### src/rtl/vha_pkg.sv
// Shared types, widths and constants of the vector heading angle block.
package vha_pkg;

    // Field widths
    localparam int COMP_W    = 16;
    localparam int HEADING_W = 15;

    // Datapath widths
    localparam int CW        = 35;   // CORDIC x/y, components scaled by 2^16 plus gain
    localparam int ZW        = 40;   // CORDIC angle accumulator, 1e-9 degree units
    localparam int AW        = 41;   // signed angle before wrapping
    localparam int ANG_W     = 39;   // wrapped angle, 0 up to 360e9
    localparam int TABLE_LEN = 24;

    localparam logic [63:0] NDEG_PER_DEG = 64'd1_000_000_000;
    localparam logic [63:0] HALF_NDEG    = 64'd500_000_000;

    localparam logic signed [AW-1:0] RIGHT_NDEG = 41'sd90_000_000_000;
    localparam logic signed [AW-1:0] FULL_NDEG  = 41'sd360_000_000_000;

    // atan(2^-i) in 1e-9 degree
    localparam logic signed [ZW-1:0] ATAN_NDEG [TABLE_LEN] = '{
        40'sd45000000000, 40'sd26565051177, 40'sd14036243468, 40'sd7125016349,
        40'sd3576334375,  40'sd1789910608,  40'sd895173710,   40'sd447614171,
        40'sd223810500,   40'sd111905677,   40'sd55952892,    40'sd27976453,
        40'sd13988227,    40'sd6994114,     40'sd3497057,     40'sd1748528,
        40'sd874264,      40'sd437132,      40'sd218566,      40'sd109283,
        40'sd54642,       40'sd27321,       40'sd13660,       40'sd6830
    };

    // Quadrant tag that travels beside the CORDIC data.
    // qidx: base angle in quarter turns plus one, reference offset already applied.
    typedef struct packed {
        logic       zero;
        logic [2:0] qidx;
        logic       use_t;
        logic       t_neg;
    } tag_t;

    // Base angle of a quarter index: (qidx - 1) * 90 degrees
    function automatic logic signed [AW-1:0] quarter_ndeg(input logic [2:0] qidx);
        logic signed [AW-1:0] base;
        unique case (qidx)
            3'd0:    base = -RIGHT_NDEG;
            3'd2:    base = 41'sd90_000_000_000;
            3'd3:    base = 41'sd180_000_000_000;
            3'd4:    base = 41'sd270_000_000_000;
            3'd5:    base = 41'sd360_000_000_000;
            default: base = '0;
        endcase
        return base;
    endfunction

endpackage

### src/rtl/vha_angle.sv
// Clamp, quadrant placement and wrap of the CORDIC angle into 0 up to 360 degrees.
module vha_angle (
    input  logic                           clk,
    input  logic                           rst_n,
    input  logic                           up_valid,
    output logic                           up_ready,
    input  logic signed [vha_pkg::ZW-1:0]  angle_z,
    input  vha_pkg::tag_t                  tag,
    output logic                           dn_valid,
    input  logic                           dn_ready,
    output logic [vha_pkg::ANG_W-1:0]      angle,
    output logic                           zero
);

    logic [2:0] v_reg;
    logic [3:0] rdy;

    logic signed [vha_pkg::AW-1:0] t_reg, t_next;
    logic signed [vha_pkg::AW-1:0] a_reg, a_next;
    logic [vha_pkg::ANG_W-1:0]     ang_reg, ang_next;
    vha_pkg::tag_t                 tag0_reg, tag1_reg;
    logic                          zero_reg;
    logic signed [vha_pkg::AW-1:0] zx;

    assign rdy[3]   = dn_ready;
    assign rdy[0]   = !v_reg[0] || rdy[1];
    assign rdy[1]   = !v_reg[1] || rdy[2];
    assign rdy[2]   = !v_reg[2] || rdy[3];
    assign up_ready = rdy[0];
    assign dn_valid = v_reg[2];
    assign angle    = ang_reg;
    assign zero     = zero_reg;

    // Clamp the first-quadrant angle to 0..90 degrees
    always_comb
    begin
        zx = vha_pkg::AW'(angle_z);
        if (zx < 0)
            t_next = '0;
        else if (zx > vha_pkg::RIGHT_NDEG)
            t_next = vha_pkg::RIGHT_NDEG;
        else
            t_next = zx;
    end

    // Place into its quadrant, reference offset included
    always_comb
    begin
        a_next = vha_pkg::quarter_ndeg(tag0_reg.qidx);
        if (tag0_reg.use_t)
            a_next = tag0_reg.t_neg ? a_next - t_reg : a_next + t_reg;
    end

    // Wrap by one full turn either way
    always_comb
    begin
        if (a_reg < 0)
            ang_next = vha_pkg::ANG_W'(a_reg + vha_pkg::FULL_NDEG);
        else if (a_reg >= vha_pkg::FULL_NDEG)
            ang_next = vha_pkg::ANG_W'(a_reg - vha_pkg::FULL_NDEG);
        else
            ang_next = vha_pkg::ANG_W'(a_reg);
    end

    always_ff @(posedge clk or negedge rst_n)
    begin
        if (!rst_n)
        begin
            v_reg <= '0;
        end
        else
        begin
            if (rdy[0])
                v_reg[0] <= up_valid;
            if (rdy[1])
                v_reg[1] <= v_reg[0];
            if (rdy[2])
                v_reg[2] <= v_reg[1];
        end
    end

    always_ff @(posedge clk)
    begin
        if (rdy[0] && up_valid)
        begin
            t_reg    <= t_next;
            tag0_reg <= tag;
        end
        if (rdy[1] && v_reg[0])
        begin
            a_reg    <= a_next;
            tag1_reg <= tag0_reg;
        end
        if (rdy[2] && v_reg[1])
        begin
            ang_reg  <= ang_next;
            zero_reg <= tag1_reg.zero;
        end
    end

endmodule

### config.mk
export PLATFORM = sky130hd
export DESIGN_NAME = vha_angle
export DESIGN_NICKNAME = d
export VERILOG_FILES = /design/src/rtl/vha_pkg.sv /design/src/rtl/vha_angle.sv
export SDC_FILE = /design/constraint.sdc
export NUM_CORES = 1
export LEC_CHECK = 0
export BUFFER_PORTS_ARGS = -buffer_cell sky130_fd_sc_hd__buf_2
export CAP_MARGIN = 20
export CELL_PAD_IN_SITES_DETAIL_PLACEMENT = 1
export CELL_PAD_IN_SITES_GLOBAL_PLACEMENT = 1
export CORE_ASPECT_RATIO = 2
export CORE_MARGIN = 10
export CORE_UTILIZATION = 31
export CTS_CLUSTER_DIAMETER = 40
export DETAILED_ROUTE_END_ITERATION = 8
export GPL_TIMING_DRIVEN = 1
export MAX_ROUTING_LAYER = met4
export PLACE_DENSITY_LB_ADDON = 0.1
export SLEW_MARGIN = 20
export SYNTH_ARGS = -nofsm -noshare
export SYNTH_HDL_FRONTEND = slang
export SYNTH_SLANG_ARGS = --single-unit
### constraint.sdc
create_clock -name clk -period 7.9 [get_ports clk]
set_clock_uncertainty 0.1 [all_clocks]
set_input_delay 1.185 -clock clk [delete_from_list [all_inputs] [get_ports clk]]
set_output_delay 1.185 -clock clk [all_outputs]
set_load 0.01 [all_outputs]
# Word-level counts from Yosys, hierarchy flattened

Cells that the tools add are included.

Add/subtract/negate cells: 4
Multipliers: 0
Div/mod/pow operators: 0
$lt $le $gt $ge: 4
Eq/ne operators: 4
Shift operators: 0
Multiplexer cells: 6
Bitwise logic cells: 0
Reductions and logical operators: 11

Operator list:

| kind                   | number |
|---|---|
| $pmux 41 s5            | 1 |
| $mux 41                | 2 |
| $mux 39                | 2 |
| $add 41x40->41         | 1 |
| $ge 41x40->1 const B   | 1 |
| $lt 41x1->1 const B    | 1 |
| $sub 41x40->41         | 1 |
| $gt 40x38->1 const B   | 1 |
| $lt 40x1->1 const B    | 1 |
| $add 39x39->39 const B | 1 |
| $sub 39x39->39 const B | 1 |
| $mux 37                | 1 |
| $eq 3x2->1 const B     | 2 |
| $eq 3x3->1 const B     | 2 |
| $logic_and 1x1->1      | 3 |
| $logic_not 1->1        | 3 |
| $logic_not 3->1        | 1 |
| $logic_or 1x1->1       | 3 |
| $reduce_or 2->1        | 1 |

Flip-flop bits (word level): 131
Latch bits: 0
RAM bits: 0
Memory bits (read-only): 0
Output and inout port bits: 42
Word-level logic and storage cells: 42
Memories: 0

# Depth between registers and ports, before layout

Depth after elaboration: 5
Gate-level depth with buffers: 20
Mapped depth without buffers: 19

# Worst setup path before layout

OpenSTA, ideal clock, no wires.

Path type: flip-flop to flip-flop
Start point: reg t_reg[20] in the netlist's numbering
End point: reg a_reg[40] in the netlist's numbering (data pin)
Library setup time: 265 ps
Arrival time: 4255 ps
Data required time: 7535 ps
Slack: 3279 ps
Stages on the path, launching flop included: 18
Cells stage by stage: edfxtp_1 -> or4_4 -> or4_4 -> and4bb_1 -> or4b_4 -> nor3_1 -> nor2_1 -> xnor2_1 -> ha_1 -> clkbuf_1 -> and3_1 -> nand2_1 -> o21a_1 -> o21ai_0 -> a31oi_1 -> o211ai_1 -> nand3_1 -> or3_1

Cells in the longest elaborated chain, start to end: 3

Ends and longest elaborated chain:

| element                                          | line            | source |
|---|---|---|
| start: declaration                               | vha_angle.sv:18 | `logic signed [vha_pkg::AW-1:0] t_reg, t_next;` |
| start signal: assignment                         | vha_angle.sv:86 | `t_reg <= t_next;` |
| $add 41x40->41 or $sub 41x40->41 (tied branches) | vha_angle.sv:51 | `a_next = tag0_reg.t_neg ? a_next - t_reg : a_next + t_reg;` |
| $mux 41 (*)                                      | vha_angle.sv:51 |  |
| $mux 41 (*)                                      | vha_angle.sv:50 | `if (tag0_reg.use_t)` |
| named net a_next, one bit                        | vha_angle.sv:19 | `logic signed [vha_pkg::AW-1:0] a_reg, a_next;` |
| end signal: assignment                           | vha_angle.sv:91 | `a_reg <= a_next;` |
| end: declaration                                 | vha_angle.sv:19 |  |

Mark *: on every way through the listed nets, which the timed path passes. The rest lies on a longest branch.
A chain may end at the register's enable or synchronous reset.

# Final worst setup path

Start point: reg t_reg[0] in the netlist's numbering
End point: reg a_reg[40] in the netlist's numbering (data pin)

The elaborated chain is that of the path after synthesis.

==> metrics <==
status=finished, final reports clean; Distinct cells, synth=67; Tot GR Track Use=15.6%; RSZ-0062 raised after global routing=false; final worst slack=2670 ps; period utilization=66.2%; Via-to-Cell Ratio=5.27; drt first pass iters=4; worst skew pair latency=440 ps; EDFF count, synth=128; Critical Path RT=7990 ps; P_leak=4.14 nW; clock sink total=131; cts repair resizes=0; Synth top area share=42.3%; Seq. cell area=3920 um^2; peak fanout along the critical path=9; data arrival time of the worst path=5320 ps; routed len/inst=19.5 um; final cell count without fillers=1418; largest net degree at the start of global routing=47; post-layout util=36.3%; CTS Buf Count=17; critical path type=flip-flop to flip-flop; final hold violation count=0; cells on worst reg2reg path=18; initial antenna violation count=0; Mean Syn Cell Area=9.36 um^2; main flop type after synthesis=edfxtp_1; die area=37000 um^2; initial core utilization=31.5%; Die Y-Extent=262 um; drt drc=0; fin nets=1129; r2r endpoint=a_reg[40]$_DFFE_PP_; Die Width=141 um; Finish-stage setup viols=0; Synth Instances=971; Worst setup SP type=flip-flop; post-route minimum period=5230 ps; Total Wirelength=27.7 mm; Root Buffer=clkbuf_16; Post-synth ARST share=2.29%; Worst Hold Class=flip-flop to flip-flop; Max Cap Violations=0; vias in the first global route=8133; clock slew seen by the registers of the worst setup and hold paths=70 ps; total I/O pin count=92; maximum vdd drop=0.150 mV; Placeable Area=28800 um^2; port bufs=91; #FFs+latches synth=131; top cells by area, synth=edfxtp_1 (42%), xnor2_1 (6.0%), a21oi_1 (5.3%), ha_1 (4.7%), nor2_1 (4.0%); register-to-register setup slack=2670 ps; antenna viol nets, final=0; placed insts=1385; first-pass GRT wire length=44.1 mm; reg2reg start=t_reg[0]$_SDFFCE_PP0P_; relative slew slack=33.9%; row cnt=88; Initial DRC Count=212; ANT cells=0; Largest register FFs=41; Final Slew Violations=0; register area share after synthesis=43.1%; Worst Setup EP=a_reg[40]$_DFFE_PP_; Crit. End Element=flip-flop; Syn. warnings=0; Post-CTS Hold Buffers=0; largest area contributor in the netlist=edfxtp_1; Pwr Density=235 nW/um^2; Max clock buf depth=2; Post-CTS Setup Bufs=0; maximum clock rate=191 MHz; Post-Syn Area=9080 um^2; CTS tree=yes; Filler cells=3390; share of cells above drive strength 1=13.5%; grt ovf=0; area occupied by multi-input gates=4870 um^2; dpl hpwl=22.7 mm; H-tree depth=4; Synth-to-Final Area Change=15.2%; setup TNS=0 ps; DR vias=7472; final RePlAce weighted congestion=0.875; worst setup path startpoint=t_reg[0]$_SDFFCE_PP0P_; Place WS=2590 ps; measured slew at the worst slew-check pin=991 ps
-- report_power, final --
part	internal [mW]	switching, mW	leakage [nW]	total, mW
Combinational	0.278	0.425	2.58	0.704
Clock	0.441	0.338	0.275	0.779
Sequential	0.898	0.0781	1.29	0.976
Total	1.62	0.841	4.14	2.46
-- how the worst min path moves through the flow --
stage / endpoint / slack (ps) / cells past startpoint / from
floorplan: tag1_reg[5]$_DFFE_PP_ / 300 / 0 / tag0_reg[5]$_DFFE_PP_
global placement: tag1_reg[5]$_DFFE_PP_ / 300 / 0 / tag0_reg[5]$_DFFE_PP_
detailed placement: tag1_reg[5]$_DFFE_PP_ / 320 / 0 / tag0_reg[5]$_DFFE_PP_
CTS: tag1_reg[5]$_DFFE_PP_ / 330 / 0 / tag0_reg[5]$_DFFE_PP_
global route: tag1_reg[5]$_DFFE_PP_ / 350 / 0 / tag0_reg[5]$_DFFE_PP_
finish: tag1_reg[5]$_DFFE_PP_ / 330 / 0 / tag0_reg[5]$_DFFE_PP_
-- critical path, stage by stage, from the launching register on --
cell and delay (ps):
edfxtp_1 430, inv_1 150, ha_1 310, nor4b_1 570, and3_1 300, and4bb_1 320
or4b_4 550, nor3_1 160, nor2_1 70, xnor2_1 120, ha_1 470, and3_1 290
nand2_1 110, o21a_1 200, o21ai_0 140, a31oi_1 140, o21ai_0 120, nand3_1 90
or3_1 350
-- per-stage QoR --
stage               power (mW)  cell area [um^2]  hold slack (ps)
global route              2.61             10500              352
global placement          1.70              9880              301
CTS                       2.50             10500              335
finish                    2.46             10500              326
detailed placement        1.71              9880              318
floorplan                 1.47              9090              300
-- cells in the final DEF, fill, tap and decap left out, types with 20 or more instances in the layout --
cell and instances:
a21o_1 41, a21oi_1 96, and2_1 30, buf_2 91, edfxtp_1 128, ha_1 34
inv_1 36, nand2_1 62, nand3_1 20, nor2_1 97, nor3_1 24, nor4_1 20
o21ai_1 32, xnor2_1 62, xor2_1 32
-- metal layers --
metal | vias to the layer above | GRT usage [%] | share of wire, %
met5 | - | - | 0
met4 | 0 | 5.56 | 2.0
met3 | 29 | 2.42 | 2.1
met2 | 101 | 31.7 | 61
met1 | 3611 | 14.0 | 35
li1 | 3731 | - | -
-- area by class of cell --
class                           instances  share of cell area (%)
Clock buffer                           17                    4.06
Clock inverter                         15                    1.43
Inverter                               37                    1.33
Multi-Input combinational cell        760                    46.5
Sequential cell                       131                    37.4
Tap cell                              360                    4.30
Timing Repair Buffer                   98                    4.92
-- kinds of logic after synthesis --
family                     after synthesis  share of synthesized area [%]
muxes                                    2                          0.220
adders and majority gates               34                           4.68
xor gates and xnor gates                94                           9.06
buffers and inverters                   82                           3.40
and+or+nand+nor                        356                           20.6
other                                    1                         0.0413
AOI/OAI and AO/OA                      271                           18.9
DFF                                    131                           43.1
-- cells in the mapped netlist, types with 4 or more instances --
| cell type | instances |
|---|---|
| o21bai_1 | 7 |
| o21a_1 | 13 |
| a311oi_1 | 4 |
| nand2b_1 | 10 |
| a21o_1 | 41 |
| nor2b_1 | 9 |
| nor3_1 | 24 |
| a211oi_1 | 6 |
| o21ai_0 | 15 |
| o21ai_1 | 32 |
| ha_1 | 34 |
| a31oi_1 | 14 |
| o31a_1 | 4 |
| edfxtp_1 | 128 |
| inv_1 | 36 |
| o211ai_1 | 6 |
| or3_1 | 13 |
| nand4_1 | 12 |
| nand3b_1 | 6 |
| clkbuf_1 | 41 |
| xnor2_1 | 62 |
| and3_1 | 15 |
| o31ai_1 | 7 |
| nor2_1 | 97 |
| nand3_1 | 20 |
| o22ai_1 | 5 |
| or4_1 | 8 |
| nor3b_1 | 6 |
| and2_1 | 33 |
| nor4_1 | 20 |
| xor2_1 | 32 |
| nand2_1 | 62 |
| a21oi_1 | 96 |
Note: power is estimated with default switching activity, not from simulation.
