### src/rtl/vha_pkg.sv
// Shared types, widths and constants of the vector heading angle block.
package vha_pkg;

    // Field widths
    localparam int COMP_W    = 16;
    localparam int HEADING_W = 15;

    // Datapath widths
    localparam int CW        = 35;   // CORDIC x/y, components scaled by 2^16 plus gain
    localparam int ZW        = 40;   // CORDIC angle accumulator, 1e-9 degree units
    localparam int AW        = 41;   // signed angle before wrapping
    localparam int ANG_W     = 39;   // wrapped angle, 0 up to 360e9
    localparam int TABLE_LEN = 24;

    localparam logic [63:0] NDEG_PER_DEG = 64'd1_000_000_000;
    localparam logic [63:0] HALF_NDEG    = 64'd500_000_000;

    localparam logic signed [AW-1:0] RIGHT_NDEG = 41'sd90_000_000_000;
    localparam logic signed [AW-1:0] FULL_NDEG  = 41'sd360_000_000_000;

    // atan(2^-i) in 1e-9 degree
    localparam logic signed [ZW-1:0] ATAN_NDEG [TABLE_LEN] = '{
        40'sd45000000000, 40'sd26565051177, 40'sd14036243468, 40'sd7125016349,
        40'sd3576334375,  40'sd1789910608,  40'sd895173710,   40'sd447614171,
        40'sd223810500,   40'sd111905677,   40'sd55952892,    40'sd27976453,
        40'sd13988227,    40'sd6994114,     40'sd3497057,     40'sd1748528,
        40'sd874264,      40'sd437132,      40'sd218566,      40'sd109283,
        40'sd54642,       40'sd27321,       40'sd13660,       40'sd6830
    };

    // Quadrant tag that travels beside the CORDIC data.
    // qidx: base angle in quarter turns plus one, reference offset already applied.
    typedef struct packed {
        logic       zero;
        logic [2:0] qidx;
        logic       use_t;
        logic       t_neg;
    } tag_t;

    // Base angle of a quarter index: (qidx - 1) * 90 degrees
    function automatic logic signed [AW-1:0] quarter_ndeg(input logic [2:0] qidx);
        logic signed [AW-1:0] base;
        unique case (qidx)
            3'd0:    base = -RIGHT_NDEG;
            3'd2:    base = 41'sd90_000_000_000;
            3'd3:    base = 41'sd180_000_000_000;
            3'd4:    base = 41'sd270_000_000_000;
            3'd5:    base = 41'sd360_000_000_000;
            default: base = '0;
        endcase
        return base;
    endfunction

endpackage

### src/rtl/vha_divide.sv
// Rounded conversion to fixed-point degrees by reciprocal multiply and one correction step.
module vha_divide #(
    parameter int FRACTION_BITS = 6
) (
    input  logic                              clk,
    input  logic                              rst_n,
    input  logic                              up_valid,
    output logic                              up_ready,
    input  logic [vha_pkg::ANG_W-1:0]         angle,
    input  logic                              zero,
    output logic                              dn_valid,
    input  logic                              dn_ready,
    output logic [vha_pkg::HEADING_W-1:0]     heading,
    output logic                              zero_vector
);

    localparam int QW = 9 + FRACTION_BITS;
    localparam int DW = vha_pkg::ANG_W + FRACTION_BITS;
    localparam int SH = DW - 32;
    localparam logic [DW-1:0] DIVISOR = DW'(vha_pkg::NDEG_PER_DEG);
    localparam logic [DW-1:0] BIAS    = DW'(vha_pkg::HALF_NDEG);
    localparam logic [QW-1:0] FULL_Q  = QW'(360) << FRACTION_BITS;
    // floor(2^DW / 1e9); with the top 32 bits of the scaled angle the
    // estimate is exact or one short
    localparam logic [31:0]   RECIP   = 32'((64'd1 << DW) / vha_pkg::NDEG_PER_DEG);

    logic [3:0] v_reg;
    logic [4:0] rdy;

    logic [DW-1:0] num0_reg, num0_next;
    logic          zero0_reg;
    logic [DW-1:0] num1_reg;
    logic [QW-1:0] q1_reg, q1_next;
    logic          zero1_reg;
    logic [QW-1:0] q2_reg;
    logic          up2_reg, up2_next;
    logic          zero2_reg;
    logic [63:0]   prod;
    logic [DW-1:0] rem;
    logic [QW:0]   q_sum;

    logic [vha_pkg::HEADING_W-1:0] heading_reg, heading_next;
    logic                          zv_reg;

    assign rdy[4]      = dn_ready;
    assign rdy[3]      = !v_reg[3] || rdy[4];
    assign rdy[2]      = !v_reg[2] || rdy[3];
    assign rdy[1]      = !v_reg[1] || rdy[2];
    assign rdy[0]      = !v_reg[0] || rdy[1];
    assign up_ready    = rdy[0];
    assign dn_valid    = v_reg[3];
    assign heading     = heading_reg;
    assign zero_vector = zv_reg;

    // Scale and add half a degree unit for round-half-up
    always_comb
    begin
        num0_next = (DW'(angle) << FRACTION_BITS) + BIAS;
    end

    // Estimate the quotient from the top 32 bits
    always_comb
    begin
        prod    = 64'(num0_reg[DW-1:SH]) * 64'(RECIP);
        q1_next = QW'(prod >> 32);
    end

    // Remainder check: one more when a whole degree unit is left
    always_comb
    begin
        rem      = num1_reg - DW'(q1_reg) * DIVISOR;
        up2_next = (rem >= DIVISOR);
    end

    // Wrap 360 to 0, force 0 for the zero vector, keep the field width
    always_comb
    begin
        q_sum = {1'b0, q2_reg} + (QW+1)'(up2_reg);
        if (zero2_reg || q_sum >= (QW+1)'(FULL_Q))
            heading_next = '0;
        else
            heading_next = vha_pkg::HEADING_W'(q_sum);
    end

    always_ff @(posedge clk or negedge rst_n)
    begin
        if (!rst_n)
        begin
            v_reg <= '0;
        end
        else
        begin
            if (rdy[0])
                v_reg[0] <= up_valid;
            if (rdy[1])
                v_reg[1] <= v_reg[0];
            if (rdy[2])
                v_reg[2] <= v_reg[1];
            if (rdy[3])
                v_reg[3] <= v_reg[2];
        end
    end

    always_ff @(posedge clk)
    begin
        if (rdy[0] && up_valid)
        begin
            num0_reg  <= num0_next;
            zero0_reg <= zero;
        end
        if (rdy[1] && v_reg[0])
        begin
            num1_reg  <= num0_reg;
            q1_reg    <= q1_next;
            zero1_reg <= zero0_reg;
        end
        if (rdy[2] && v_reg[1])
        begin
            q2_reg    <= q1_reg;
            up2_reg   <= up2_next;
            zero2_reg <= zero1_reg;
        end
        if (rdy[3] && v_reg[2])
        begin
            heading_reg <= heading_next;
            zv_reg      <= zero2_reg;
        end
    end

endmodule

### config.mk
export PLATFORM = sky130hd
export DESIGN_NAME = vha_divide
export DESIGN_NICKNAME = d
export VERILOG_FILES = /design/src/rtl/vha_pkg.sv /design/src/rtl/vha_divide.sv
export SDC_FILE = /design/constraint.sdc
export NUM_CORES = 1
export LEC_CHECK = 0
export BUFFER_PORTS_ARGS = -buffer_cell sky130_fd_sc_hd__buf_2
export CORE_MARGIN = 4
export CORE_UTILIZATION = 40
export DETAILED_ROUTE_END_ITERATION = 10
export PLACE_DENSITY = 0.57
export SYNTH_ARGS = -nofsm -noshare
export SYNTH_HDL_FRONTEND = slang
export SYNTH_SLANG_ARGS = --single-unit
export TNS_END_PERCENT = 1
### constraint.sdc
create_clock -name clk -period 9.3 [get_ports clk]
set_input_delay 0.465 -clock clk [delete_from_list [all_inputs] [get_ports clk]]
set_output_delay 0.465 -clock clk [all_outputs]
set_load 0.03 [all_outputs]
### Yosys cells after proc, flatten, opt, wreduce, memory -nomap -nowiden

Index checks and enable logic that the tools add are counted.

| storage, ports and cells | value |
|---|---|
| memory bits (read-only) | 0 |
| input port bits | 44 |
| logic and storage cells | 34 |
| bits in registers | 144 |
| output and inout port bits | 18 |
| latch bits | 0 |
| memories kept | 0 |
| memory bits (writable) | 0 |

| operators by class | value |
|---|---|
| div/mod/pow operators | 0 |
| order comparisons | 2 |
| $add $sub $neg | 3 |
| eq/ne operators | 0 |
| shift operators | 0 |
| reductions and logical operators | 13 |
| bitwise logic cells | 0 |
| mux-type cells | 0 |
| multipliers | 2 |

Operator list:

| cell | number |
|---|---|
| $add 45x29->45 const B | 1 |
| $ge 45x30->1 const B | 1 |
| $sub 45x45->45 | 1 |
| $mul 32x12->43 const B | 1 |
| $mul 15x21->36 const B | 1 |
| $add 15x1->16 | 1 |
| $ge 16x15->1 const B | 1 |
| $logic_or 1x1->1 | 5 |
| $logic_and 1x1->1 | 4 |
| $logic_not 1->1 | 4 |

### Logic depth before layout (Yosys ltp)

Gate-level depths: netlist of run 1.

| depth | value |
|---|---|
| depth in word-level cells | 6 |
| depth in mapped cells | 34 |
| depth with buffers taken out | 34 |

### Least setup slack after synthesis of run 1

Ideal clock, no wire load.

| path | value |
|---|---|
| path type | flip-flop to flip-flop |
| start | reg q1_reg[7] |
| end | reg up2_reg (data pin) |
| arrival | 7.100 ns |
| data required time | 9.029 ns |
| cell stages (with the launch flop) | 33 |
| setup slack | 1.929 ns |
| buffers on the path | 1 |
| setup time | 0.271 ns |
| period minus slack after synthesis | 7.371 ns |
| cells stage by stage | edfxtp_1 inv_1 ha_1 inv_1 ha_1 inv_1 fa_1 inv_1 fa_1 inv_1 fa_1 inv_1 fa_1 ha_1 a21o_1 a21o_1 a21o_1 a21o_1 a221o_1 a21oi_1 nor2_1 nor2_1 xor2_1 ha_1 clkbuf_1 nand4_1 nor2b_1 or4_1 xnor2_1 a2111oi_0 nand4_1 nor4_1 nand4_1 |

| between the ends | value |
|---|---|
| cells in the longest elaborated chain, start to end | 3 |

Ends and longest elaborated chain:

| element | line | text |
|---|---|---|
| start: declaration | vha_divide.sv:33 | `logic [QW-1:0] q1_reg, q1_next;` |
| start signal: assignment | vha_divide.sv:114 | `q1_reg <= q1_next;` |
| $mul 15x21->36 | vha_divide.sv:71 | `rem = num1_reg - DW'(q1_reg) * DIVISOR;` |
| $sub 45x45->45 | vha_divide.sv:71 |  |
| $ge 45x30->1 | vha_divide.sv:72 | `up2_next = (rem >= DIVISOR);` |
| via up2_next | vha_divide.sv:36 | `logic up2_reg, up2_next;` |
| end signal: assignment | vha_divide.sv:120 | `up2_reg <= up2_next;` |
| end: declaration | vha_divide.sv:36 |  |

The timed path passes the listed nets, and every way through them passes these cells.
A chain may end at the register's enable or synchronous reset.

### Worst setup path in the final report of run 1

| path | value |
|---|---|
| start | reg q1_reg[4] |
| end | reg up2_reg (data pin) |

The elaborated chain is that of the path after synthesis.

==> summary.txt, run 1 <==
Status
  – Status: finished, final reports clean

Floorplanning
  – Die ar.: 47800 um^2
  – Top Ports: 62
  – Core area: 43500 um^2
  – Initial Utilization: 40.9%
  – Die Ht: 219 um
  – Die Wd: 219 um
  – Row cnt: 76

Worst hold path
  – Hold path cells: 1
  – Worst hold path class: input port to flop
  – Hold EP: zero0_reg
  – Min-delay src: zero

Layout
  – # fillers: ~4200
  – ANT cells: 0
  – Share of layout cells above drive strength 1: 6.81%
  – Count of nets after finishing: 2339
  – Syn-to-layout area delta: 9.38%

Placed design
  – DP Wirelength: 31900 um
  – # port buffers: ~60
  – GPL Wtd Cong: 0.894

GRT
  – Grt ovf: 0
  – Largest net degree at the start of global routing: 53
  – Vias in the first global route: 12600
  – Total GRT Usage: 16.9%
  – Initial antenna violation count: 1
  – First-pass GRT wire length: 62900 um

Setup path
  – Critical path launch point type: flop
  – Crit path max fanout: 11
  – R2R depth: 27
  – FF-to-FF setup slack: approximately 0.81 ns
  – Critical R2R Capture: up2_reg
  – Crit path arrival time: 8.64 ns
  – WS Path Type: flop to flop
  – CP endpoint kind: flop
  – Critical Path Source: q1_reg[4]
  – Critical R2R Launch: q1_reg[4]
  – Data required time of the critical path: 9.45 ns

Clock network
  – CTS tree: yes
  – TritonCTS buffer count: 17
  – Clk sinks: approximately 130
  – CTS root buf: clkbuf_16
  – Clock buffer depth: 2
  – H-tree depth: 4
  – Latest clock arrival within the worst-skew pair: around 0.48 ns
  – Post-CTS setup buffers: 0
  – Reg clk slew, reported paths: 0.07 ns

Timing
  – Hold Violations, Final: 0
  – Worst-Margin Slew: 1.04 ns
  – Final Max Tran Viols: 0
  – Fmax: 0.118 GHz
  – Tmin final: ~8.5 ns
  – Final Skew: between 0.01 and 0.015 ns
  – Tcrit/Tclk final: 91.3%
  – # setup viols final: 0
  – Slew Limit Headroom: about 30%
  – RSZ-0062 raised after global routing: false
  – Setup TNS: 0 ns

Synth
  – Post-Syn Area per Cell: 10.6 um^2
  – FFs w/ async S/R, synth: under 10%
  – Cell type with the largest total area after synthesis: fa_1
  – Synthesized instance count: 1682
  – Post-Synthesis Cell Area: 17800 um^2
  – Yosys top cell area share: around a quarter
  – Syn Nets: 2258
  – Yosys warnings: 0
  – Seq cells post-synth: 126
  – Commonest cells post-synth: inv_1, ha_1, fa_1
  – Most frequent cell after synthesis: inv_1
  – Distinct cells, synth: 72
  – Top post-synthesis cells by area: fa_1, ha_1, edfxtp_1
  – Post-synthesis sequential area ratio: 21.2%
  – Most used DFF post-synth: edfxtp_1
  – Post-synth EDFFs: approximately 120

Detailed routing
  – ANT nets after route: 0
  – Vias per inst: around 5.0
  – Final Routed Wirelength: 37400 um
  – First-pass detailed-route iteration total: 6
  – DRC Markers: 0
  – Routed vias: 11800
  – Routed WL per cell: 15.8 um
  – Starting DRT DRC Count: 478

Job
  – MaxCap Viol Count: 0
-- worst max-delay path by stage --
stage / slack, ns / end
floorplan: 1.93 / up2_reg
global placement: 0.86 / up2_reg
detailed placement: 0.82 / up2_reg
CTS: 0.77 / up2_reg
global route: 0.21 / up2_reg
finish: 0.81 / up2_reg
-- critical path, cell delays in order (launching register included) --
cell,delay [ns]
edfxtp_1,0.68
inv_1,0.16
ha_1,0.44
fa_1,0.54
inv_1,0.05
fa_1,0.49
inv_1,0.05
fa_1,0.48
fa_1,0.54
inv_1,0.04
ha_1,0.28
ha_1,0.31
inv_1,0.06
a221o_1,0.30
a21oi_1,0.39
a21o_1,0.18
a21o_1,0.14
xnor2_1,0.16
ha_1,0.33
a21oi_1,0.30
nand2_1,0.09
a31oi_1,0.39
o21ai_1,0.20
a221oi_2,0.69
nand3b_1,0.19
o21ai_0,0.08
nor4_1,0.33
nand4_1,0.26
-- cell families after synthesis --
family | after synthesis | synth area share, %
compound gates | 250 | 9.74
xor+xnor | 117 | 5.77
fa+ha+maj | 532 | 47.2
buf+inv | 360 | 7.62
flops | 126 | 21.2
mux | 2 | 0.113
simple gates | 295 | 8.37
-- per-layer routing --
layer / routed length [um] / global-route usage, % / vias up / share of wire, %
li1: - / - / 5824 / -
met1: 17400 / 22.2 / 5798 / 47
met2: 17800 / 28.0 / 158 / 48
met3: 1290 / 3.28 / 49 / 3.4
met4: 886 / 5.58 / 0 / 2.4
met5: 0 / 0 / - / 0
-- placed cells by master (no fill, tap or decap), types with 8 or more instances in the layout --
| cell | synthesis | final |
|---|---|---|
| buf_4 | 0 | 8 |
| a21o_1 | 37 | 37 |
| ha_1 | 302 | 302 |
| o21a_1 | 8 | 8 |
| xor2_1 | 50 | 50 |
| nor2b_1 | 20 | 20 |
| edfxtp_1 | 122 | 122 |
| and3_1 | 14 | 14 |
| o2111ai_1 | 8 | 8 |
| nor3_1 | 16 | 16 |
| clkbuf_16 | 0 | 17 |
| o21ai_0 | 36 | 36 |
| nand4_1 | 20 | 20 |
| nand2_1 | 58 | 58 |
| a21oi_1 | 68 | 68 |
| nor2_1 | 79 | 79 |
| inv_1 | 354 | 354 |
| buf_2 | 1 | 59 |
| nand2b_1 | 17 | 17 |
| xnor2_1 | 67 | 67 |
| nand3_1 | 30 | 30 |
| o21bai_1 | 14 | 14 |
| fa_1 | 230 | 230 |
| a31oi_1 | 8 | 8 |
-- cell type report --
type	instances	area, um^2	share of cell area [%]
Multi-Input combinational cell	1196	12600	65.1
Sequential cell	126	3760	19.4
Inverter	354	1330	6.84
Tap cell	585	732	3.77
Clock buffer	18	429	2.21
Timing Repair Buffer	68	365	1.88
Clock inverter	14	160	0.824
-- metrics by stage --
| stage | utilization (%) | worst slack, ns | hold slack, ns | cell area [um^2] | std cells |
|---|---|---|---|---|---|
| 2_1_floorplan | - | 1.93 | 0.169 | 17800 | 1682 |
| 3_3_place_gp | 43.3 | 0.862 | 0.271 | 18800 | 2328 |
| 3_5_place_dp | 43.3 | 0.824 | 0.277 | 18800 | 2328 |
| 4_1_cts | 44.7 | 0.773 | 0.114 | 19400 | 2361 |
| 5_1_grt | 44.7 | 0.214 | 0.131 | 19400 | 2361 |
| 6_report | 44.7 | 0.810 | 0.167 | 19400 | 2361 |
-- timing repair --
action,in CTS,in global routing
gates resized for setup,0,0
hold buffers,1,0
hold endpoints to repair,4,0
Power of run 1 is not shown: default switching activity piles up to over one toggle a cycle in this logic, so the estimate is an artifact.
==> run 2: changes to the inputs <==
==> constraint.sdc (replaced) <==
create_clock -name clk -period 10.2 [get_ports clk]
set_input_delay 0.51 -clock clk [delete_from_list [all_inputs] [get_ports clk]]
set_output_delay 0.51 -clock clk [all_outputs]
set_load 0.03 [all_outputs]
==> run 2 against run 1 <==
Final cell count decreased by 0.25%. Routed wire length increased by 0.87%. Via count decreased by 0.60%. Critical endpoint unchanged. Critical path depth unchanged. Clock skew decreased by 0.0016 ns.
==> summary.txt, run 2 (synthesis gave the netlist of run 1 again) <==
Floorplanning
  – Die Wd: 219 um (unchanged)
  – Initial Utilization: 40.9% (unchanged)
  – Die ar.: 47800 um^2 (unchanged)
  – Row cnt: 76 (unchanged)
  – Core area: 43500 um^2 (unchanged)
  – Top Ports: 62 (unchanged)
  – Die Ht: 219 um (unchanged)

Detailed routing
  – DRC Markers: 0 (unchanged)
  – Routed vias: 11800 (about the same)
  – First-pass detailed-route iteration total: 5 (was 6)
  – Starting DRT DRC Count: 411 (was 478)
  – Vias per inst: 4.99 (was 5.01)
  – Final Routed Wirelength: 37700 um (was 37400 um)
  – Routed WL per cell: 16.0 um (was 15.8 um)
  – ANT nets after route: 0 (unchanged)

Timing
  – Fmax: 0.116 GHz (was 0.118 GHz)
  – Tcrit/Tclk final: 84.8% (was 91.3%)
  – Tmin final: 8.65 ns (was 8.49 ns)
  – Worst-Margin Slew: 1.03 ns (was 1.04 ns)
  – Slew Limit Headroom: 31.1% (was 30.7%)
  – Final Max Tran Viols: 0 (unchanged)
  – Setup TNS: 0 ns (unchanged)
  – # setup viols final: 0 (unchanged)
  – Final Skew: 0.00960 ns (was 0.0112 ns)
  – RSZ-0062 raised after global routing: false (unchanged)
  – Hold Violations, Final: 0 (unchanged)

Clock network
  – Post-cts repair resize count: 0 (unchanged)
  – H-tree depth: 4 (unchanged)
  – Clock buffer depth: 2 (unchanged)
  – TritonCTS buffer count: 17 (unchanged)
  – Reg clk slew, reported paths: 0.07 ns (about the same)
  – CTS tree: yes (unchanged)
  – CTS root buf: clkbuf_16 (unchanged)
  – Clk sinks: 126 (unchanged)
  – Latest clock arrival within the worst-skew pair: 0.47 ns (was 0.48 ns)

Placed design
  – Placed cells: 2322 (was 2328)
  – GPL Wtd Cong: 0.889 (was 0.894)
  – DP Wirelength: 31900 um (about the same)
  – Post-DP Area: 18800 um^2 (about the same)
  – # port buffers: 59 (unchanged)

Layout
  – Most frequent cells in the layout: inv_1, ha_1, fa_1, edfxtp_1, nor2_1 (unchanged)
  – # fillers: 4125 (was 4181)
  – Final Cell Area: 19400 um^2 (about the same)
  – Most common cell after layout, fill and taps aside: inv_1 (unchanged)
  – Share of layout cells above drive strength 1: 6.55% (was 6.81%)
  – Count of nets after finishing: 2333 (was 2339)
  – Syn-to-layout area delta: 9.17% (was 9.38%)
  – Layout Cells excl Fill: 2355 (was 2361)
  – ANT cells: 0 (unchanged)

Setup path
  – WS Path Type: flop to flop (unchanged)
  – CP endpoint kind: flop (unchanged)
  – Worst path max stage delay: 0.71 ns (was 0.69 ns)
  – Most common cell on crit path: inv_1 (unchanged)
  – Data required time of the critical path: 10.35 ns (was 9.45 ns)
  – Slowest cell on crit path: edfxtp_1 (was a221oi_2)
  – Critical path launch point type: flop (unchanged)
  – Crit path arrival time: 8.80 ns (was 8.64 ns)
  – Crit path max fanout: 11 (unchanged)

GRT
  – Vias in the first global route: 12600 (about the same)
  – Initial antenna violation count: 2 (was 1)
  – Largest net degree at the start of global routing: 53 (unchanged)
  – Grt ovf: 0 (unchanged)
  – First-pass GRT wire length: 63200 um (was 62900 um)
  – Total GRT Usage: 17.0% (was 16.9%)

Job
  – MaxCap Viol Count: 0 (unchanged)

Worst hold path
  – Worst hold path class: input port to flop (unchanged)

Status
  – Status: finished, final reports clean (unchanged)
run 2: changes by cell type in the layout (fill, tap and decap cells not counted):
| cell | delta |
|---|---|
| clkbuf_8 | +1 |
| clkinvlp_4 | -1 |
| clkinv_2 | +1 |
| clkinv_4 | -1 |
| buf_4 | -6 |
| clkbuf_1 | -1 |
| inv_6 | +1 |
run 2: timing repair:
item                                   in CTS  in global routing
endpoints found under the hold margin       4                  0
hold buffers                                1                  0
buffers inserted                            0                  0
run 2: per-stage QoR:
step,utilization [%],hold WS (ns),setup slack [ns]
final,44.6,0.210,1.55
after global routing,44.6,0.176,1.09
after CTS,44.6,0.167,1.59
after detailed placement,43.2,0.322,1.62
after global placement,43.2,0.316,1.65
after floorplan,-,0.214,2.83
run 2: path summary, 6_finish.rpt:
path | from | end | slack, ns | cells after the start
max | q1_reg[4] | up2_reg | 1.55 | 27
min | zero | zero0_reg | 0.21 | 1
max reg2reg | q1_reg[4] | up2_reg | 1.55 | 27
min reg2reg | num0_reg[9] | num1_reg[9] | 0.42 | 0
max in group asynchronous | rst_n | v_reg[2] | 9.70 | 2
min in group asynchronous | rst_n | v_reg[0] | 0.38 | 2
run 2: metal layers:
layer | GRT usage, % | share of wire (%) | routed length (um) | vias to the layer above
met5 | 0 | 0 | 0 | -
met4 | 5.12 | 2.1 | 789 | 0
met3 | 3.34 | 3.3 | 1230 | 38
met2 | 28.5 | 48 | 18200 | 159
met1 | 22.4 | 46 | 17500 | 5742
li1 | - | - | - | 5819
run 2: layout make-up:
| type | instances | area, um^2 | share of cell area [%] |
|---|---|---|---|
| clock buffers | 18 | 439 | 2.27 |
| clock inverters | 14 | 158 | 0.813 |
| inverters | 354 | 1330 | 6.85 |
| multi-input cells | 1196 | 12600 | 65.2 |
| flip-flops and latches | 126 | 3760 | 19.4 |
| well taps | 585 | 732 | 3.78 |
| repair buffers | 62 | 320 | 1.65 |
run 2: critical path: cells and delay by family (launching register included):
| kind | cells | cell delay (ns) |
|---|---|---|
| fa+ha+maj | 8 | 3.42 |
| compound gates | 9 | 2.71 |
| simple gates | 4 | 0.94 |
| flops | 1 | 0.71 |
| buf+inv | 5 | 0.35 |
| xor+xnor | 1 | 0.18 |
Power of run 2 is left out for the same reason.
==> run 3: changes to the inputs <==
--- a/config.mk
+++ b/config.mk
@@ -9,7 +9,7 @@
 export CORE_MARGIN = 4
 export CORE_UTILIZATION = 40
 export DETAILED_ROUTE_END_ITERATION = 10
-export PLACE_DENSITY = 0.57
+export PLACE_DENSITY = 0.6
 export SYNTH_ARGS = -nofsm -noshare
 export SYNTH_HDL_FRONTEND = slang
 export SYNTH_SLANG_ARGS = --single-unit
==> constraint.sdc (replaced) <==
create_clock -name clk -period 7.75 [get_ports clk]
set_input_delay 0.3875 -clock clk [delete_from_list [all_inputs] [get_ports clk]]
set_output_delay 0.3875 -clock clk [all_outputs]
set_load 0.03 [all_outputs]
==> run 3 against run 2 <==
Sequential cell count is the same. Sequential share of layout area decreased by 1.8 points. Final cell count increased by 7.7%. Global-route usage increased by 0.67 points. Worst hold slack worse by 0.13 ns. Critical path depth up 5. First-iteration DRC count increased by 51%. Non-clock buffer count up 182.
==> summary.txt, run 3 (synthesis gave the netlist of run 1 again) <==
GRT
  – Total GRT Usage: 17.7% (was 17.0%)
  – GR peak layer: met2 (unchanged)
  – First-pass GRT wire length: 65600 um (was 63200 um)
  – Initial antenna violation count: 3 (was 2)
  – Met1 GRT Util: 22.9% (was 22.4%)
  – Grt ovf: 0 (unchanged)
  – Largest net degree at the start of global routing: 53 (unchanged)
  – Met2 usage: 29.6% (was 28.5%)
  – Vias in the first global route: 13200 (was 12600)
  – Met3 usage: 4.39% (was 3.34%)

Floorplanning
  – Die Ht: 219 um (unchanged)
  – Initial Utilization: 40.9% (unchanged)
  – Core area: 43500 um^2 (unchanged)
  – Die Wd: 219 um (unchanged)
  – Row cnt: 76 (unchanged)
  – Die ar.: 47800 um^2 (unchanged)
  – Top Ports: 62 (unchanged)

Timing
  – Slew Limit Headroom: 31.1% (about the same)
  – # setup viols final: 0 (unchanged)
  – Tcrit/Tclk final: 98.7% (was 84.8%)
  – Final Skew: 0.00952 ns (was 0.00960 ns)
  – Hold Violations, Final: 0 (unchanged)
  – RSZ-0062 raised after global routing: true (was false)
  – Tmin final: 7.65 ns (was 8.65 ns)
  – Fmax: 0.131 GHz (was 0.116 GHz)
  – Final Max Tran Viols: 0 (unchanged)
  – Worst-Margin Slew: 1.03 ns (about the same)

Detailed routing
  – First-pass detailed-route iteration total: 5 (unchanged)
  – Routed WL per cell: 15.7 um (was 16.0 um)
  – DRC Markers: 0 (unchanged)
  – Vias per inst: 4.90 (was 4.99)
  – Routed vias: 12400 (was 11800)
  – Final Routed Wirelength: 39900 um (was 37700 um)
  – Starting DRT DRC Count: 620 (was 411)
  – ANT nets after route: 0 (unchanged)

Setup path
  – WP buf/inv: 6 (was 5)
  – Slowest cell on crit path: fa_1 (was edfxtp_1)
  – Cell family with most CP delay: adder cells (unchanged)
  – Crit path arrival time: 7.81 ns (was 8.80 ns)
  – Critical path launch point type: flop (unchanged)
  – Worst path max stage delay: 0.55 ns (was 0.71 ns)
  – WS Path Type: flop to flop (unchanged)
  – Crit path max fanout: 3 (was 11)
  – Data required time of the critical path: 7.91 ns (was 10.35 ns)
  – CP endpoint kind: flop (unchanged)

Clock network
  – TritonCTS buffer count: 17 (unchanged)
  – H-tree depth: 4 (unchanged)
  – Latest clock arrival within the worst-skew pair: 0.49 ns (was 0.47 ns)
  – Clk sinks: 126 (unchanged)
  – Reg clk slew, reported paths: 0.06 ns (was 0.07 ns)
  – CTS root buf: clkbuf_16 (unchanged)
  – CTS tree: yes (unchanged)
  – Clock buffer depth: 2 (unchanged)

Layout
  – # fillers: 3973 (was 4125)
  – Syn-to-layout area delta: 20.2% (was 9.17%)
  – Share of layout cells above drive strength 1: 20.0% (was 6.55%)
  – Final Util: 49.1% (was 44.6%)
  – Most frequent cells in the layout: inv_1, ha_1, fa_1, buf_4, edfxtp_1 (was inv_1, ha_1, fa_1, edfxtp_1, nor2_1)
  – Most common cell after layout, fill and taps aside: inv_1 (unchanged)
  – ANT cells: 0 (unchanged)
  – Count of nets after finishing: 2515 (was 2333)

Job
  – MaxCap Viol Count: 0 (unchanged)

Status
  – Status: finished, final reports clean (unchanged)

Worst hold path
  – Worst hold path class: input port to flop (unchanged)

Placed design
  – GPL Wtd Cong: 0.933 (was 0.889)
  – DP Wirelength: 33400 um (was 31900 um)
  – # port buffers: 59 (unchanged)
[run 3: cell types whose count changed in the layout (fill, tap and decap cells not counted), sizes merged]
cell and delta:
buf +182, inv -3, clkinv -1, clkbuf +2
clkinvlp +1, bufinv +1
[run 3: what timing repair did]
item,CTS,global route
pin swaps,15,102
setup buffers,11,16
hold buffers,1,0
resized for setup,6,120
endpoints found under the setup margin,1,1
gates cloned,0,0
endpoints found under the hold margin,4,0
[run 3: metal layers]
| metal | up-vias | routed length [um] |
|---|---|---|
| met3 | 56 | 1930 |
| met1 | 6025 | 17900 |
| met5 | - | 24 |
| met4 | 4 | 780 |
| met2 | 172 | 19300 |
| li1 | 6166 | - |
[run 3: final cells by class]
| class | count | area [um^2] | share of cell area, % |
|---|---|---|---|
| inverter | 354 | 1330 | 6.22 |
| multi-input combinational | 1196 | 13200 | 61.8 |
| clock buffer | 20 | 447 | 2.09 |
| clock inverter | 12 | 161 | 0.756 |
| tap | 585 | 732 | 3.43 |
| timing repair buffer | 244 | 1730 | 8.09 |
| sequential | 126 | 3760 | 17.6 |
[run 3: stage by stage]
stage / hold slack, ns / area [um^2] / instances / setup WS (ns) / setup TNS [ns]
4_1_cts: 0.0400 / 20700 / 2521 / -0.0629 / -0.0629
3_3_place_gp: 0.198 / 19900 / 2477 / -0.216 / -0.216
6_report: 0.0782 / 21300 / 2537 / 0.102 / 0
5_1_grt: 0.0508 / 21300 / 2537 / -0.221 / -0.221
3_5_place_dp: 0.198 / 19900 / 2477 / -0.313 / -0.313
2_1_floorplan: 0.0919 / 17800 / 1682 / 0.379 / 0
[run 3: path summary, 6_finish.rpt]
kind / from / end / cells past startpoint / slack, ns
worst max-delay path: q1_reg[6] / up2_reg / 32 / 0.10
worst min-delay path: zero / zero0_reg / 1 / 0.08
worst max register to register: q1_reg[6] / up2_reg / 32 / 0.10
worst min register to register: zero1_reg / zero2_reg / 0 / 0.42
max in group asynchronous: rst_n / v_reg[0] / 2 / 7.39
min in group asynchronous: rst_n / v_reg[1] / 2 / 0.25
Power of run 3 is left out for the same reason.
